[config.mk]
export PLATFORM = sky130hd
export DESIGN_NAME = prompt_fraction_pulse_shape
export DESIGN_NICKNAME = d
export VERILOG_FILES = /design/src/pfps_pkg.sv /design/src/pfps_front.sv /design/src/pfps_queue.sv /design/src/pfps_back.sv /design/src/prompt_fraction_pulse_shape.sv
export SDC_FILE = /design/constraint.sdc
export NUM_CORES = 1
export LEC_CHECK = 0
export BUFFER_PORTS_ARGS = -buffer_cell sky130_fd_sc_hd__buf_2
export CAP_MARGIN = 20
export CORE_MARGIN = 2
export CORE_UTILIZATION = 65
export CTS_BUF_LIST = sky130_fd_sc_hd__clkbuf_16
export DETAILED_ROUTE_END_ITERATION = 16
export PLACE_DENSITY_LB_ADDON = 0.08
export SLEW_MARGIN = 25
export SYNTH_ARGS = -nofsm -noshare
export SYNTH_HDL_FRONTEND = slang
export SYNTH_SLANG_ARGS = --single-unit
[constraint.sdc]
create_clock -name clk_i -period 12 [get_ports clk_i]
set_input_delay 0.6 -clock clk_i [delete_from_list [all_inputs] [get_ports clk_i]]
set_output_delay 0.6 -clock clk_i [all_outputs]
set_load 0.01 [all_outputs]
[src/pfps_pkg.sv]
`timescale 1ns / 1ps
`default_nettype none

package pfps_pkg;

  localparam int unsigned CFG_W       = 13;
  localparam int unsigned SAMPLE_W    = 16;
  localparam int unsigned SUM_W       = 29;
  localparam int unsigned PF_W        = 24;
  localparam int unsigned EN_W        = 28;
  localparam int unsigned FRAC_W      = 16;
  localparam int unsigned QUEUE_DEPTH = 2;

  localparam int unsigned DEFAULT_MAX_TRACE_SAMPLES = 4096;

  localparam logic [CFG_W-1:0] SHORT_WINDOW_RESET = CFG_W'(16);
  localparam logic [CFG_W-1:0] LONG_WINDOW_RESET  = CFG_W'(256);

  typedef enum logic {
    REG_SHORT_WINDOW = 1'b0,
    REG_LONG_WINDOW  = 1'b1
  } cfg_reg_e;

  // charge sums and short-trace flag of one finished trace
  typedef struct packed {
    logic signed [SUM_W-1:0] short_sum;
    logic signed [SUM_W-1:0] long_sum;
    logic signed [SUM_W-1:0] total_sum;
    logic                    short_trace;
  } trace_rec_t;

  function automatic logic signed [SUM_W-1:0] sat_add(
    input logic signed [SUM_W-1:0]    acc,
    input logic signed [SAMPLE_W-1:0] smp
  );
    logic signed [SUM_W:0] wide;
    wide = {acc[SUM_W-1], acc} + {{(SUM_W+1-SAMPLE_W){smp[SAMPLE_W-1]}}, smp};
    if (wide[SUM_W] != wide[SUM_W-1]) begin
      sat_add = wide[SUM_W] ? {1'b1, {(SUM_W-1){1'b0}}} : {1'b0, {(SUM_W-1){1'b1}}};
    end else begin
      sat_add = wide[SUM_W-1:0];
    end
  endfunction

endpackage

`default_nettype wire

[src/pfps_front.sv]
`timescale 1ns / 1ps
`default_nettype none

module pfps_front #(
  parameter int unsigned MAX_TRACE_SAMPLES = pfps_pkg::DEFAULT_MAX_TRACE_SAMPLES
) (
  input  wire logic                             clk_i,
  input  wire logic                             rst_ni,
  input  wire logic                             cfg_we_i,
  input  wire logic [0:0]                       cfg_index_i,
  input  wire logic [pfps_pkg::CFG_W-1:0]       cfg_data_i,
  input  wire logic                             in_valid_i,
  output logic                                  in_ready_o,
  input  wire logic signed [pfps_pkg::SAMPLE_W-1:0] sample_i,
  input  wire logic                             last_sample_i,
  input  wire logic                             q_full_i,
  output logic                                  push_o,
  output pfps_pkg::trace_rec_t                  push_rec_o
);
  import pfps_pkg::*;

  localparam int unsigned IW = $clog2(MAX_TRACE_SAMPLES + 1);
  localparam int unsigned CW = (IW > CFG_W) ? IW : CFG_W;

  logic [CFG_W-1:0]        short_window_q, long_window_q;
  logic [IW-1:0]           idx_q, idx_d;
  logic signed [SUM_W-1:0] short_q, short_d, long_q, long_d, total_q, total_d;
  logic                    in_range, accept;
  logic [CW-1:0]           idx_ext, len_ext, sw_ext, lw_ext;

  assign in_ready_o = !q_full_i;
  assign accept     = in_valid_i && in_ready_o;

  assign in_range = idx_q < IW'(MAX_TRACE_SAMPLES);
  assign idx_ext  = CW'(idx_q);
  assign sw_ext   = CW'(short_window_q);
  assign lw_ext   = CW'(long_window_q);

  always_comb begin
    short_d = short_q;
    long_d  = long_q;
    idx_d   = idx_q;
    if (in_range) begin
      if (idx_ext < sw_ext) short_d = sat_add(short_q, sample_i);
      if (idx_ext < lw_ext) long_d = sat_add(long_q, sample_i);
      idx_d = idx_q + 1'b1;
    end
    total_d = sat_add(total_q, sample_i);
  end

  assign len_ext                = CW'(idx_d);
  assign push_o                 = accept && last_sample_i;
  assign push_rec_o.short_sum   = short_d;
  assign push_rec_o.long_sum    = long_d;
  assign push_rec_o.total_sum   = total_d;
  assign push_rec_o.short_trace = (len_ext < sw_ext) || (len_ext < lw_ext);

  always_ff @(posedge clk_i or negedge rst_ni) begin
    if (!rst_ni) begin
      short_window_q <= SHORT_WINDOW_RESET;
      long_window_q  <= LONG_WINDOW_RESET;
    end else if (cfg_we_i) begin
      unique case (cfg_reg_e'(cfg_index_i))
        REG_SHORT_WINDOW: short_window_q <= cfg_data_i;
        REG_LONG_WINDOW:  long_window_q  <= cfg_data_i;
        default: ;
      endcase
    end
  end

  always_ff @(posedge clk_i or negedge rst_ni) begin
    if (!rst_ni) begin
      idx_q   <= '0;
      short_q <= '0;
      long_q  <= '0;
      total_q <= '0;
    end else if (accept) begin
      if (last_sample_i) begin
        idx_q   <= '0;
        short_q <= '0;
        long_q  <= '0;
        total_q <= '0;
      end else begin
        idx_q   <= idx_d;
        short_q <= short_d;
        long_q  <= long_d;
        total_q <= total_d;
      end
    end
  end

endmodule

`default_nettype wire

[src/pfps_queue.sv]
`timescale 1ns / 1ps
`default_nettype none

module pfps_queue (
  input  wire logic                 clk_i,
  input  wire logic                 rst_ni,
  input  wire logic                 push_i,
  input  wire pfps_pkg::trace_rec_t push_rec_i,
  output logic                      full_o,
  input  wire logic                 pop_i,
  output pfps_pkg::trace_rec_t      pop_rec_o,
  output logic                      empty_o
);
  import pfps_pkg::*;

  localparam int unsigned PW = (QUEUE_DEPTH > 1) ? $clog2(QUEUE_DEPTH) : 1;

  trace_rec_t    entry_q [QUEUE_DEPTH];
  logic [PW-1:0] wptr_q, rptr_q;
  logic [PW:0]   count_q;

  assign full_o    = count_q == (PW+1)'(QUEUE_DEPTH);
  assign empty_o   = count_q == '0;
  assign pop_rec_o = entry_q[rptr_q];

  always_ff @(posedge clk_i) begin
    if (push_i) entry_q[wptr_q] <= push_rec_i;
  end

  always_ff @(posedge clk_i or negedge rst_ni) begin
    if (!rst_ni) begin
      wptr_q  <= '0;
      rptr_q  <= '0;
      count_q <= '0;
    end else begin
      if (push_i) wptr_q <= (wptr_q == PW'(QUEUE_DEPTH - 1)) ? '0 : wptr_q + 1'b1;
      if (pop_i)  rptr_q <= (rptr_q == PW'(QUEUE_DEPTH - 1)) ? '0 : rptr_q + 1'b1;
      priority if (push_i && !pop_i) count_q <= count_q + 1'b1;
      else if (pop_i && !push_i)     count_q <= count_q - 1'b1;
    end
  end

endmodule

`default_nettype wire

[src/pfps_back.sv]
`timescale 1ns / 1ps
`default_nettype none

module pfps_back (
  input  wire logic                 clk_i,
  input  wire logic                 rst_ni,
  input  wire logic                 q_empty_i,
  input  wire pfps_pkg::trace_rec_t q_rec_i,
  output logic                      pop_o,
  output logic                      out_valid_o,
  input  wire logic                 out_ready_i,
  output logic signed [pfps_pkg::PF_W-1:0] prompt_fraction_o,
  output logic signed [pfps_pkg::EN_W-1:0] event_energy_o,
  output logic                      zero_divisor_o,
  output logic                      short_trace_o
);
  import pfps_pkg::*;

  localparam int unsigned SH  = PF_W - FRAC_W;
  localparam int unsigned CNW = $clog2(PF_W);

  typedef enum logic [3:0] {
    ST_IDLE = 4'b0001,
    ST_DIV  = 4'b0010,
    ST_FIX  = 4'b0100,
    ST_OUT  = 4'b1000
  } back_state_e;

  back_state_e state_q, state_d;

  logic [SUM_W-1:0]        abs_n, abs_d;
  logic                    load_ovf;
  logic signed [SUM_W:0]   neg_total;
  logic [SUM_W-EN_W+1:0]   en_hi;
  logic [EN_W-1:0]         en_sat;

  logic [SUM_W-1:0]        rem_q, den_q;
  logic [PF_W-1:0]         lo_q;
  logic [CNW-1:0]          cnt_q;
  logic                    neg_q, ovf_q;
  logic [SUM_W:0]          trial;
  logic                    fits;
  logic [PF_W-1:0]         pf_fix;

  // operand magnitudes and the quotient range check
  assign abs_n = q_rec_i.short_sum[SUM_W-1] ? (~q_rec_i.short_sum + 1'b1) : q_rec_i.short_sum;
  assign abs_d = q_rec_i.long_sum[SUM_W-1] ? (~q_rec_i.long_sum + 1'b1) : q_rec_i.long_sum;
  assign load_ovf = {{SH{1'b0}}, abs_n} >= {abs_d, {SH{1'b0}}};

  // energy is the negated total, clamped
  assign neg_total = -{q_rec_i.total_sum[SUM_W-1], q_rec_i.total_sum};
  assign en_hi     = neg_total[SUM_W:EN_W-1];
  always_comb begin
    if (en_hi == '0 || en_hi == '1) begin
      en_sat = neg_total[EN_W-1:0];
    end else begin
      en_sat = neg_total[SUM_W] ? {1'b1, {(EN_W-1){1'b0}}} : {1'b0, {(EN_W-1){1'b1}}};
    end
  end

  // restoring division, one quotient bit a cycle
  assign trial = {rem_q, lo_q[PF_W-1]};
  assign fits  = trial >= {1'b0, den_q};

  always_comb begin
    if (zero_divisor_o) begin
      pf_fix = '0;
    end else if (neg_q) begin
      if (ovf_q || lo_q > {1'b1, {(PF_W-1){1'b0}}}) pf_fix = {1'b1, {(PF_W-1){1'b0}}};
      else pf_fix = ~lo_q + 1'b1;
    end else begin
      if (ovf_q || lo_q[PF_W-1]) pf_fix = {1'b0, {(PF_W-1){1'b1}}};
      else pf_fix = lo_q;
    end
  end

  assign pop_o       = (state_q == ST_IDLE) && !q_empty_i;
  assign out_valid_o = state_q == ST_OUT;

  always_comb begin
    state_d = state_q;
    unique case (state_q)
      ST_IDLE: if (!q_empty_i) state_d = (abs_d == '0 || load_ovf) ? ST_FIX : ST_DIV;
      ST_DIV:  if (cnt_q == '0) state_d = ST_FIX;
      ST_FIX:  state_d = ST_OUT;
      ST_OUT:  if (out_ready_i) state_d = ST_IDLE;
      default: state_d = ST_IDLE;
    endcase
  end

  always_ff @(posedge clk_i or negedge rst_ni) begin
    if (!rst_ni) state_q <= ST_IDLE;
    else state_q <= state_d;
  end

  always_ff @(posedge clk_i) begin
    unique case (state_q)
      ST_IDLE: begin
        if (!q_empty_i) begin
          rem_q          <= abs_n >> SH;
          lo_q           <= {abs_n[SH-1:0], {FRAC_W{1'b0}}};
          den_q          <= abs_d;
          cnt_q          <= CNW'(PF_W - 1);
          neg_q          <= q_rec_i.short_sum[SUM_W-1] != q_rec_i.long_sum[SUM_W-1];
          ovf_q          <= load_ovf;
          zero_divisor_o <= abs_d == '0;
          short_trace_o  <= q_rec_i.short_trace;
          event_energy_o <= en_sat;
        end
      end
      ST_DIV: begin
        rem_q <= fits ? SUM_W'(trial - {1'b0, den_q}) : trial[SUM_W-1:0];
        lo_q  <= {lo_q[PF_W-2:0], fits};
        cnt_q <= cnt_q - 1'b1;
      end
      ST_FIX:  prompt_fraction_o <= pf_fix;
      ST_OUT:  ;
      default: ;
    endcase
  end

endmodule

`default_nettype wire

[src/prompt_fraction_pulse_shape.sv]
// Charge-comparison pulse-shape discriminator. Samples of a trace enter one per clock while
// in_ready_o is high and are summed into short window, long window and whole-trace charge;
// the sample flagged as last closes the trace and its sums go into a two-entry queue. A back
// end divides short by long charge with a restoring divider that yields one quotient bit a
// cycle; it skips the divide when the long sum is zero or the quotient does not fit in 24
// bits, and holds each result until out_ready_i. Input keeps flowing at one sample a cycle
// while the queue has room; short traces back to back fill the queue and in_ready_o then
// drops until the divider frees an entry. Window registers are written via the cfg port;
// the user must write them only while no trace is in flight, the block does not enforce it.
`timescale 1ns / 1ps
`default_nettype none

module prompt_fraction_pulse_shape #(
  parameter int unsigned MAX_TRACE_SAMPLES = pfps_pkg::DEFAULT_MAX_TRACE_SAMPLES
) (
  input  wire logic                                 clk_i,
  input  wire logic                                 rst_ni,
  input  wire logic                                 cfg_we_i,
  input  wire logic [0:0]                           cfg_index_i,
  input  wire logic [pfps_pkg::CFG_W-1:0]           cfg_data_i,
  input  wire logic                                 in_valid_i,
  output logic                                      in_ready_o,
  input  wire logic signed [pfps_pkg::SAMPLE_W-1:0] sample_i,
  input  wire logic                                 last_sample_i,
  output logic                                      out_valid_o,
  input  wire logic                                 out_ready_i,
  output logic signed [pfps_pkg::PF_W-1:0]          prompt_fraction_o,
  output logic signed [pfps_pkg::EN_W-1:0]          event_energy_o,
  output logic                                      zero_divisor_o,
  output logic                                      short_trace_o
);
  import pfps_pkg::*;

  logic       push, pop, q_full, q_empty;
  trace_rec_t push_rec, pop_rec;

  pfps_front #(
    .MAX_TRACE_SAMPLES(MAX_TRACE_SAMPLES)
  ) u_front (
    .clk_i        (clk_i),
    .rst_ni       (rst_ni),
    .cfg_we_i     (cfg_we_i),
    .cfg_index_i  (cfg_index_i),
    .cfg_data_i   (cfg_data_i),
    .in_valid_i   (in_valid_i),
    .in_ready_o   (in_ready_o),
    .sample_i     (sample_i),
    .last_sample_i(last_sample_i),
    .q_full_i     (q_full),
    .push_o       (push),
    .push_rec_o   (push_rec)
  );

  pfps_queue u_queue (
    .clk_i     (clk_i),
    .rst_ni    (rst_ni),
    .push_i    (push),
    .push_rec_i(push_rec),
    .full_o    (q_full),
    .pop_i     (pop),
    .pop_rec_o (pop_rec),
    .empty_o   (q_empty)
  );

  pfps_back u_back (
    .clk_i            (clk_i),
    .rst_ni           (rst_ni),
    .q_empty_i        (q_empty),
    .q_rec_i          (pop_rec),
    .pop_o            (pop),
    .out_valid_o      (out_valid_o),
    .out_ready_i      (out_ready_i),
    .prompt_fraction_o(prompt_fraction_o),
    .event_energy_o   (event_energy_o),
    .zero_divisor_o   (zero_divisor_o),
    .short_trace_o    (short_trace_o)
  );

  a_no_push_when_full: assert property (@(posedge clk_i) disable iff (!rst_ni)
    push |-> !q_full) else $error("trace record pushed into a full queue");

  a_closed_trace_queued: assert property (@(posedge clk_i) disable iff (!rst_ni)
    in_valid_i && in_ready_o && last_sample_i |=> !q_empty)
    else $error("closed trace missing from the queue");

  a_zero_divisor_fraction: assert property (@(posedge clk_i) disable iff (!rst_ni)
    out_valid_o && zero_divisor_o |-> prompt_fraction_o == '0)
    else $error("non-zero fraction with zero long sum");

endmodule

`default_nettype wire
== Word level (Yosys, flattened, before mapping) ==
Memory sizes are Yosys's and may differ from the RTL's.
Index checks and enable logic that the tools add are counted.
Word-level totals
  flip-flop bits (word level): 277
  memory bits (writable): 176
  input port bits: 36
  output and inout bits: 56
  logic and storage cells: 126
  memories kept: 1
Cells by class
  add/subtract/negate cells: 14
  order comparisons: 8
  equal/unequal tests: 13
  multiplexer cells: 40
  bitwise gates (word level): 5
  reductions and logical operators: 25
Memory list
  u_queue.entry_q: words 2, width 88, read ports 1, clocked after memory_dff 0, write ports 1, RTL line pfps_queue.sv:18  | trace_rec_t entry_q [QUEUE_DEPTH];
Operator list (number)
  29-bit two-way mux: 17
  24-bit two-way mux: 4
  29-bit by 16-bit adder with 30-bit output: 3
  29-bit by 1-bit adder with 29-bit output (second input constant): 2
  29-bit NOT: 2
  29-bit one-hot mux with 2 select lines: 1
  28-bit two-way mux: 2
  13-bit less-than comparator: 4
  24-bit one-hot mux with 2 select lines: 1
  29-bit by 37-bit >= comparator with 1-bit output: 1
  30-bit by 29-bit >= comparator with 1-bit output: 1
  30-bit negation: 1
  29-bit logical NOT: 1
  29-bit subtractor: 1
  13-bit two-way mux: 2
  24-bit by 1-bit adder with 24-bit output (second input constant): 1
  24-bit > comparator (second input constant): 1
  24-bit NOT: 1
  4-bit one-hot mux with 4 select lines: 1
  13-bit by 1-bit adder with 13-bit output (second input constant): 1
  13-bit less-than comparator (second input constant): 1
  4-bit two-way mux: 3
  5-bit one-hot mux with 2 select lines: 1
  2-bit AND reduction: 4
  other kinds (26): 48

== Longest topological paths before layout ==
Gate-level depths: netlist (run 1).
An unclocked memory read counts as a cell.
  depth after elaboration: 9
  mapped depth: 25
  depth with buffers taken out: 17

== Hierarchy ==
A second synthesis (run 1) with hierarchy kept.
Unflattened totals
  cell total of the unflattened synthesis: 2860
  area, all modules: 28868.9 um2
Modules (own cells, without submodules)
  pfps_front: instances 1, cells each 1459, area an instance 11882.6 um2, sequential area each 3155.5 um2
  pfps_back: instances 1, cells each 1111, area an instance 10417.5 um2, sequential area each 4395.5 um2
  pfps_queue: instances 1, cells each 290, area an instance 6568.8 um2, sequential area each 5385.2 um2

== Least setup slack after synthesis (run 1) ==
Ideal clock, no wire load.
  path type: register to register
  from: register u_queue.count_q[0]
  to: memory u_queue.entry_q[0][0] (netlist bit), enable pin
  library setup time: 535 ps
  data arrival time: 4728 ps
  data required time: 11465 ps
  slack: 6736 ps
  stages on the path, launching flop included: 6
  path buffers: 1
  clock period less this slack: 5264 ps
  cell sequence: dfrtp_1 -> nand2b_1 -> and2_1 -> clkbuf_1 -> nand2_1 -> nor2_1
On the way
  cells in the longest elaborated chain, start to end: 6
Ends and longest elaborated chain
  start, declared: RTL line pfps_queue.sv:20  | logic [PW:0] count_q;
  start signal, assigned: RTL line pfps_queue.sv:38  | priority if (push_i && !pop_i) count_q <= count_q + 1'b1;
  start signal, assigned: RTL line pfps_queue.sv:39  | else if (pop_i && !push_i) count_q <= count_q - 1'b1;
  2-bit equality test: RTL line pfps_queue.sv:22  | assign full_o = count_q == (PW+1)'(QUEUE_DEPTH);
  1-bit logical NOT: RTL line pfps_front.sv:31  | assign in_ready_o = !q_full_i;
  named net in_ready_o: RTL line prompt_fraction_pulse_shape.sv:22  | output logic in_ready_o,
  1-bit logical AND: RTL line pfps_front.sv:32  | assign accept = in_valid_i && in_ready_o;
  1-bit logical AND: RTL line pfps_front.sv:52  | assign push_o = accept && last_sample_i;
  1-bit two-way mux: RTL line pfps_queue.sv:27  | if (push_i) entry_q[wptr_q] <= push_rec_i;
  1-bit two-way mux (implied by the code): RTL line pfps_queue.sv:27
  end, declared: RTL line pfps_queue.sv:18
The timed path passes the listed nets, and every way through them passes these cells.

== Worst setup path after layout (run 1) ==
  from: register u_queue.rptr_q
  to: register u_back.state_q[2]
On the way
  cells in the longest elaborated chain, start to end: 9
  elaborated cells between the ends (all ways): 13
  classes of those cells: 2 x add/sub; 1 x order compare; 5 x mux; 2 x bitwise; 2 x reduce/logical; 1 x memory
Ends and longest elaborated chain
  start, declared: RTL line pfps_queue.sv:19  | logic [PW-1:0] wptr_q, rptr_q;
  start signal, assigned: RTL line pfps_queue.sv:37  | if (pop_i) rptr_q <= (rptr_q == PW'(QUEUE_DEPTH - 1)) ? '0 : rptr_q + 1'b1;
  memory 2 x 88 bit *
  29-bit NOT: RTL line pfps_back.sv:47  | assign abs_d = q_rec_i.long_sum[SUM_W-1] ? (~q_rec_i.long_sum + 1'b1) : q_rec_i.long_sum;
  29-bit by 1-bit adder with 29-bit output: RTL line pfps_back.sv:47
  29-bit two-way mux *: RTL line pfps_back.sv:47
  named net u_back.abs_d[15]: RTL line pfps_back.sv:31  | logic [SUM_W-1:0] abs_n, abs_d;
  29-bit by 37-bit >= comparator with 1-bit output / 29-bit logical NOT (equally long branches): RTL line pfps_back.sv:48, pfps_back.sv:83
  1-bit logical OR *: RTL line pfps_back.sv:83  | ST_IDLE: if (!q_empty_i) state_d = (abs_d == '0 || load_ovf) ? ST_FIX : ST_DIV;
  3-bit two-way mux *: RTL line pfps_back.sv:83
  4-bit two-way mux *: RTL line pfps_back.sv:83
  4-bit one-hot mux with 4 select lines *: RTL line pfps_back.sv:82  | unique case (state_q)
  end signal, assigned: RTL line pfps_back.sv:93  | else state_q <= state_d;
  end, declared: RTL line pfps_back.sv:29  | back_state_e state_q, state_d;
Mark *: on every way through the listed nets, which the timed path passes. The rest lies on a longest branch. The select of a mux whose other input is x is not followed.
A chain may end at the register's enable or synchronous reset.

==> results of run 1 <==
[report_power, final]
part	total (mW)	leakage, nW	switching, mW	internal [mW]
clock network	1.54	0.829	0.626	0.915
registers	2.98	4.66	0.384	2.60
logic	5.14	7.42	3.21	1.92
total	9.66	12.9	4.22	5.44
[worst paths after layout]
check	from	endpoint	slack [ns]	cells after the start
max	u_queue.rptr_q	u_back.state_q[2]	6.19	17
min	rst_ni	u_front.idx_ext[5]	0.10	1
max reg2reg	u_queue.rptr_q	u_back.state_q[2]	6.19	17
min reg2reg	u_front.total_q[27]	u_front.total_q[27]	0.49	1
max in group asynchronous	rst_ni	u_queue.rptr_q	10.66	2
min in group clk_i	cfg_data_i[8]	u_front.short_window_q[8]	0.23	3
[metrics by stage]
step,std cells,cell area [µm²]
6_report,3639,31730
5_1_grt,3639,31730
4_1_cts,3636,31660
3_5_place_dp,3547,30040
3_3_place_gp,3547,30040
2_1_floorplan,2950,29080
[worst max-delay path, stage by stage, from the launching register on]
cell and delay (ns):
dfrtp_4 0.81, buf_4 0.86, buf_4 0.68, nor4b_4 0.42
a22oi_1 0.29, or3_1 0.45, o21ai_0 0.21, xor2_1 0.25
inv_1 0.08, ha_1 0.32, a21o_1 0.17, a21oi_1 0.13
o21ai_0 0.08, a21oi_1 0.19, o21ai_0 0.11, a31o_2 0.23
o21a_1 0.18, a22o_1 0.18
[area by class of cell]
| cell class | instances | area, µm² | share of cell area |
|---|---|---|---|
| well taps | 592 | 740.7 | 0.02335 |
| multi-input cells | 2249 | 15180 | 0.4786 |
| clock inverters | 40 | 400.4 | 0.01262 |
| clock buffers | 49 | 1226 | 0.03865 |
| inverters | 134 | 503.0 | 0.01585 |
| flip-flops and latches | 453 | 12940 | 0.4079 |
| repair buffers | 122 | 732.0 | 0.02307 |
[registers in the layout, indices dropped and copies added, names as in the netlist, 2 cells and up]
| register | count |
|---|---|
| u_front.short_q | 29 |
| u_back.den_q | 29 |
| u_back.event_energy_o | 28 |
| u_front.short_window_q | 13 |
| u_queue.count_q | 2 |
| u_queue.entry_q | 176 |
| u_back.rem_q | 29 |
| u_front.total_q | 29 |
| u_back.lo_q | 24 |
| u_back.state_q | 4 |
| u_front.long_q | 29 |
| u_back.cnt_q | 5 |
| u_front.long_window_q | 13 |
| u_front.idx_ext | 13 |
| u_back.prompt_fraction_o | 24 |
[layout by cell type (no fill, tap or decap), types with 19 or more instances in the layout]
cell type / instances
nor3b_1: 19
nor2_1: 249
o211ai_1: 34
a22o_1: 26
nand3_1: 48
inv_1: 142
xnor2_1: 120
nor2b_1: 21
ha_1: 192
edfxtp_1: 319
dfrtp_1: 130
o21ai_0: 274
or3_1: 19
o21a_1: 26
clkbuf_16: 49
a21o_1: 67
and2_1: 27
a31oi_1: 33
a211oi_1: 29
nand4_1: 24
nand2_1: 289
a21oi_1: 177
nand2b_1: 34
mux2_2: 27
mux2i_1: 89
xor2_1: 72
buf_2: 90
nor3_1: 69
buf_4: 27
[cell families (layout without fill, tap and decap cells)]
| logic type | after synthesis | count (layout) |
|---|---|---|
| AO/OA/AOI/OAI | 834 | 834 |
| buffers and inverters | 248 | 345 |
| AND/OR/NAND/NOR | 890 | 890 |
| flip-flops | 453 | 453 |
| adder cells (fa/ha/maj) | 213 | 213 |
| XOR/XNOR | 193 | 193 |
| multiplexers | 119 | 119 |
[routing by layer]
layer | up-vias | wire (µm) | track usage
met5 | - | 0 | 0
met4 | 0 | 2589 | 0.1184
met3 | 174 | 4408 | 0.03608
met2 | 818 | 34390 | 0.5216
met1 | 11150 | 31040 | 0.4073
li1 | 11010 | - | -
==> flow_summary.toml, run 1 <==
[sta]
fin_crit_sh = 0.4842
period_minus_slack_ns = 5.810
setup_violations = 0
maxSlewViolCount = 0
layout_setup_ws_ns = 6.190
tightest_slew_ns = 1.001
relSlewSlack = 0.3310
hold_viol = 0
rsz0062_at_grt = "false"
fmax_mhz = 172.1
fin_tns_setup_ns = 0
skew_ns = 0.02762
hold_slack_ns = 0.1040

[yosys]
synth_compound_area_frac = 0.1817
syn_area_per_cell_um2 = 9.858
ys_dominant_reg_cell = "edfxtp_1"
syn_inst = 2950
synth-seq-cells = 453
yosysTopAreaCellShare = 0.3294
synth_area_um2 = 29080
synth_xor_area_frac = 0.05838
seq_area_frac_synth = 0.4448
synthTopCellsByArea = "edfxtp_1 (33%), dfrtp_1 (11%), ha_1 (8.3%), o21ai_0 (4.7%), nand2_1 (3.8%)"
synth_top_family_by_area = "compound AO/OA/AOI/OAI gates"
yosys.area_share.adder = 0.09121
async_flop_share = 0.2958
synth.distinct_cells = 95
yosys.area.top_type = "edfxtp_1"
muxShareOfSynthArea = 0.04238
synth_common_cells = "edfxtp_1 (319), nand2_1 (291), o21ai_0 (274)"
synth_edf_count = 319
ys_warn_count = 0
syn_nets = 3182
synth_simple_gate_area_share = 0.1469
synth.most_common_cell = "edfxtp_1"

[clocking]
cts_resized = 0
cts_setup_buffers = 0
h-tree-depth = 2
cts_sinks = 453
clkLatencyLatePin_ns = 0.59
cts_tree = "yes"
holdBufCountCts = 0
cts_buffer_depth = 3
cts-root-buf = "clkbuf_16"
clk_pin_slew_worst_paths_ns = 0.06
cts_buffers = 49

[cells_and_area]
drive_gt1_frac = 0.09255
n_antenna_cell = 0
syn_to_final_growth_pct = 9.091
fillers = 3254
nets = 3241
utilization = 0.7174

[drt]
vias_per_cell = 6.363
drc = 0
vias = 23160
dr.pass1.iters = 6
wire_per_inst_um = 19.90
ant_nets = 0
wl_um = 72420
detail_route.iter0.violations = 2076

[global_route]
grt_pass1_vias = 22560
antenna_found_initial = 0
grt_pass1_wl_um = 115600
gr-usage-all-layers = 0.3077
grt_overflow = 0
grt_max_degree = 94

[hold_path]
hp-class = "input pin to asynchronous set/reset pin"

[worst_setup_path]
cp_data_required_time_ns = 12.46
cp_data_arrival_time_ns = 6.27
cp_max_fo = 79
critPathCaptureType = "flip-flop"
criticalPathCategory = "flip-flop to flip-flop"
worst_setup_path_start_kind = "flip-flop"

[power]
finalPower_mw = 9.660
power_density_nw_per_um2 = 304.5
ir_worst_vdd_mv = 0.3545
p_leak_nw = 12.91

[die]
pin_count = 92
die-height_um = 215.5
die_w_um = 215.5
core-area_um2 = 44220
start_util = 0.6576
dieArea_um2 = 46450
rows = 77

[place]
dp_slack_ns = 6.207
gp_congestion = 0.9328
port_buffers = 91
dp_hpwl_um = 51710

[outcome]
outcome = "finished clean"

[job]
maxCapViolations = 0
(Power assumes the default switching activity.)
==> inputs of run 2 (changes only) <==
- CORE_UTILIZATION: 65 -> 64
- clock period: 12 -> 5.7 ns (I/O delays scaled with it)
==> run 2 against run 1 <==
Die area increased by 1.5%; worst hold slack lost 0.067 ns; sequential cell count is the same.
==> flow_summary.toml, run 2 (synthesis results as in run 1) <==
[outcome]
outcome = "finished clean"

[sta]
tightest_slew_ns = 1.013
period_minus_slack_ns = 4.777
maxSlewViolCount = 0
skew_ns = 0.02243
hold_slack_ns = 0.03675
rsz0062_at_grt = "false"
fin_crit_sh = 0.8381
relSlewSlack = 0.3248
setup_violations = 0
fmax_mhz = 209.3
hold_viol = 0
fin_tns_setup_ns = 0

[worst_setup_path]
criticalPathCategory = "flip-flop to flip-flop"
cp_data_required_time_ns = 5.97
cp_data_arrival_time_ns = 5.05
cp_max_fo = 72
critPathCaptureType = "flip-flop"
worst_setup_path_start_kind = "flip-flop"

[drt]
wl_met2_um = 33910
wl_um = 71900
wire_per_inst_um = 19.61
routed.top_layer = "met4"
detail_route.iter0.violations = 1943
vias = 23010
vias_per_cell = 6.278
drc = 0
dr.pass1.iters = 6
dr_wl_met3_um = 4348
ant_nets = 0
wl_met1_um = 31340

[clocking]
cts_setup_buffers = 0
holdBufCountCts = 15
cts_sinks = 453
cts_resized = 0
clkLatencyLatePin_ns = 0.60
h-tree-depth = 2
cts_tree = "yes"
cts-root-buf = "clkbuf_16"
cts_buffer_depth = 3
cts_buffers = 49
clk_pin_slew_worst_paths_ns = 0.06

[die]
pin_count = 92
core-area_um2 = 45090
die_w_um = 217.2
dieArea_um2 = 47160
rows = 78
die-height_um = 217.2
start_util = 0.6450

[cells_and_area]
top_register = "u_queue.entry_q"
drive_gt1_frac = 0.09426
fillers = 3446
n_antenna_cell = 0
nets = 3257
layout_common_cells = "edfxtp_1 (319), nand2_1 (290), o21ai_0 (274), nor2_1 (249), ha_1 (192)"
largest_reg_flops = 176
syn_to_final_growth_pct = 9.586
final_common_cell = "edfxtp_1"

[place]
gp_congestion = 1.022
dp_hpwl_um = 51940
port_buffers = 91

[power]
p_leak_nw = 12.93
power_density_nw_per_um2 = 635.9
ir_worst_vdd_mv = 0.4149

[global_route]
antenna_found_initial = 0
grt_pass1_wl_um = 115900
grt_pass1_vias = 22300
grt_overflow = 0
grt_max_degree = 75
gr-usage-all-layers = 0.3062

[hold_path]
hp-class = "input pin to flip-flop"

[job]
maxCapViolations = 0
## run 2: critical path, cell delays in order (launching register included)
cell      delay [ns]
dfrtp_4         1.01
buf_12          0.27
buf_4           0.44
mux2i_1         0.39
o211ai_1        0.22
nor2_1          0.31
nand3b_1        0.24
nor3_4          0.28
mux2i_1         0.13
a22oi_2         0.79
o21ai_0         0.32
## run 2: worst paths after layout
kind,slack (ns),cells past startpoint,endpoint,startpoint
worst max-delay path,0.92,10,u_back.event_energy_o[23],u_queue.rptr_q
worst min-delay path,0.04,2,u_front.idx_ext[3],last_sample_i
worst max register to register,0.92,10,u_back.event_energy_o[23],u_queue.rptr_q
worst min register to register,0.49,1,u_front.total_q[27],u_front.total_q[27]
max in group asynchronous,4.00,3,u_queue.rptr_q,rst_ni
min in group asynchronous,0.25,2,u_back.state_q[3],rst_ni
## run 2: area by class of cell
| class | count | area, µm² | area share |
|---|---|---|---|
| Inverter | 134 | 503.0 | 0.01578 |
| Sequential cell | 453 | 12940 | 0.4060 |
| Clock buffer | 49 | 1226 | 0.03848 |
| Timing Repair Buffer | 138 | 879.6 | 0.02760 |
| Tap cell | 600 | 750.7 | 0.02356 |
| Clock inverter | 43 | 380.4 | 0.01194 |
| Multi-Input combinational cell | 2249 | 15190 | 0.4766 |
## run 2: routing by layer
| layer | track usage | vias up |
|---|---|---|
| met1 | 0.4124 | 11030 |
| met4 | 0.1128 | 0 |
| met2 | 0.5063 | 799 |
| li1 | - | 11040 |
| met3 | 0.04416 | 140 |
| met5 | 0 | - |
## run 2: report_power, final
| group | internal (mW) | switching [mW] |
|---|---|---|
| clock network | 1.81 | 1.35 |
| logic | 4.07 | 6.68 |
| registers | 5.47 | 0.885 |
## run 2: per-stage QoR
step	std cells	area [µm²]	setup slack, ns	power, mW	util
final	3666	31870	0.9226	20.26	0.7068
after floorplan	2950	29080	0.4364	14.09	-
after global placement	3559	30110	1.280	16.52	0.6678
after CTS	3666	31870	0.9609	20.17	0.7068
after detailed placement	3559	30110	1.030	16.89	0.6678
after global routing	3666	31870	0.4914	21.76	0.7068
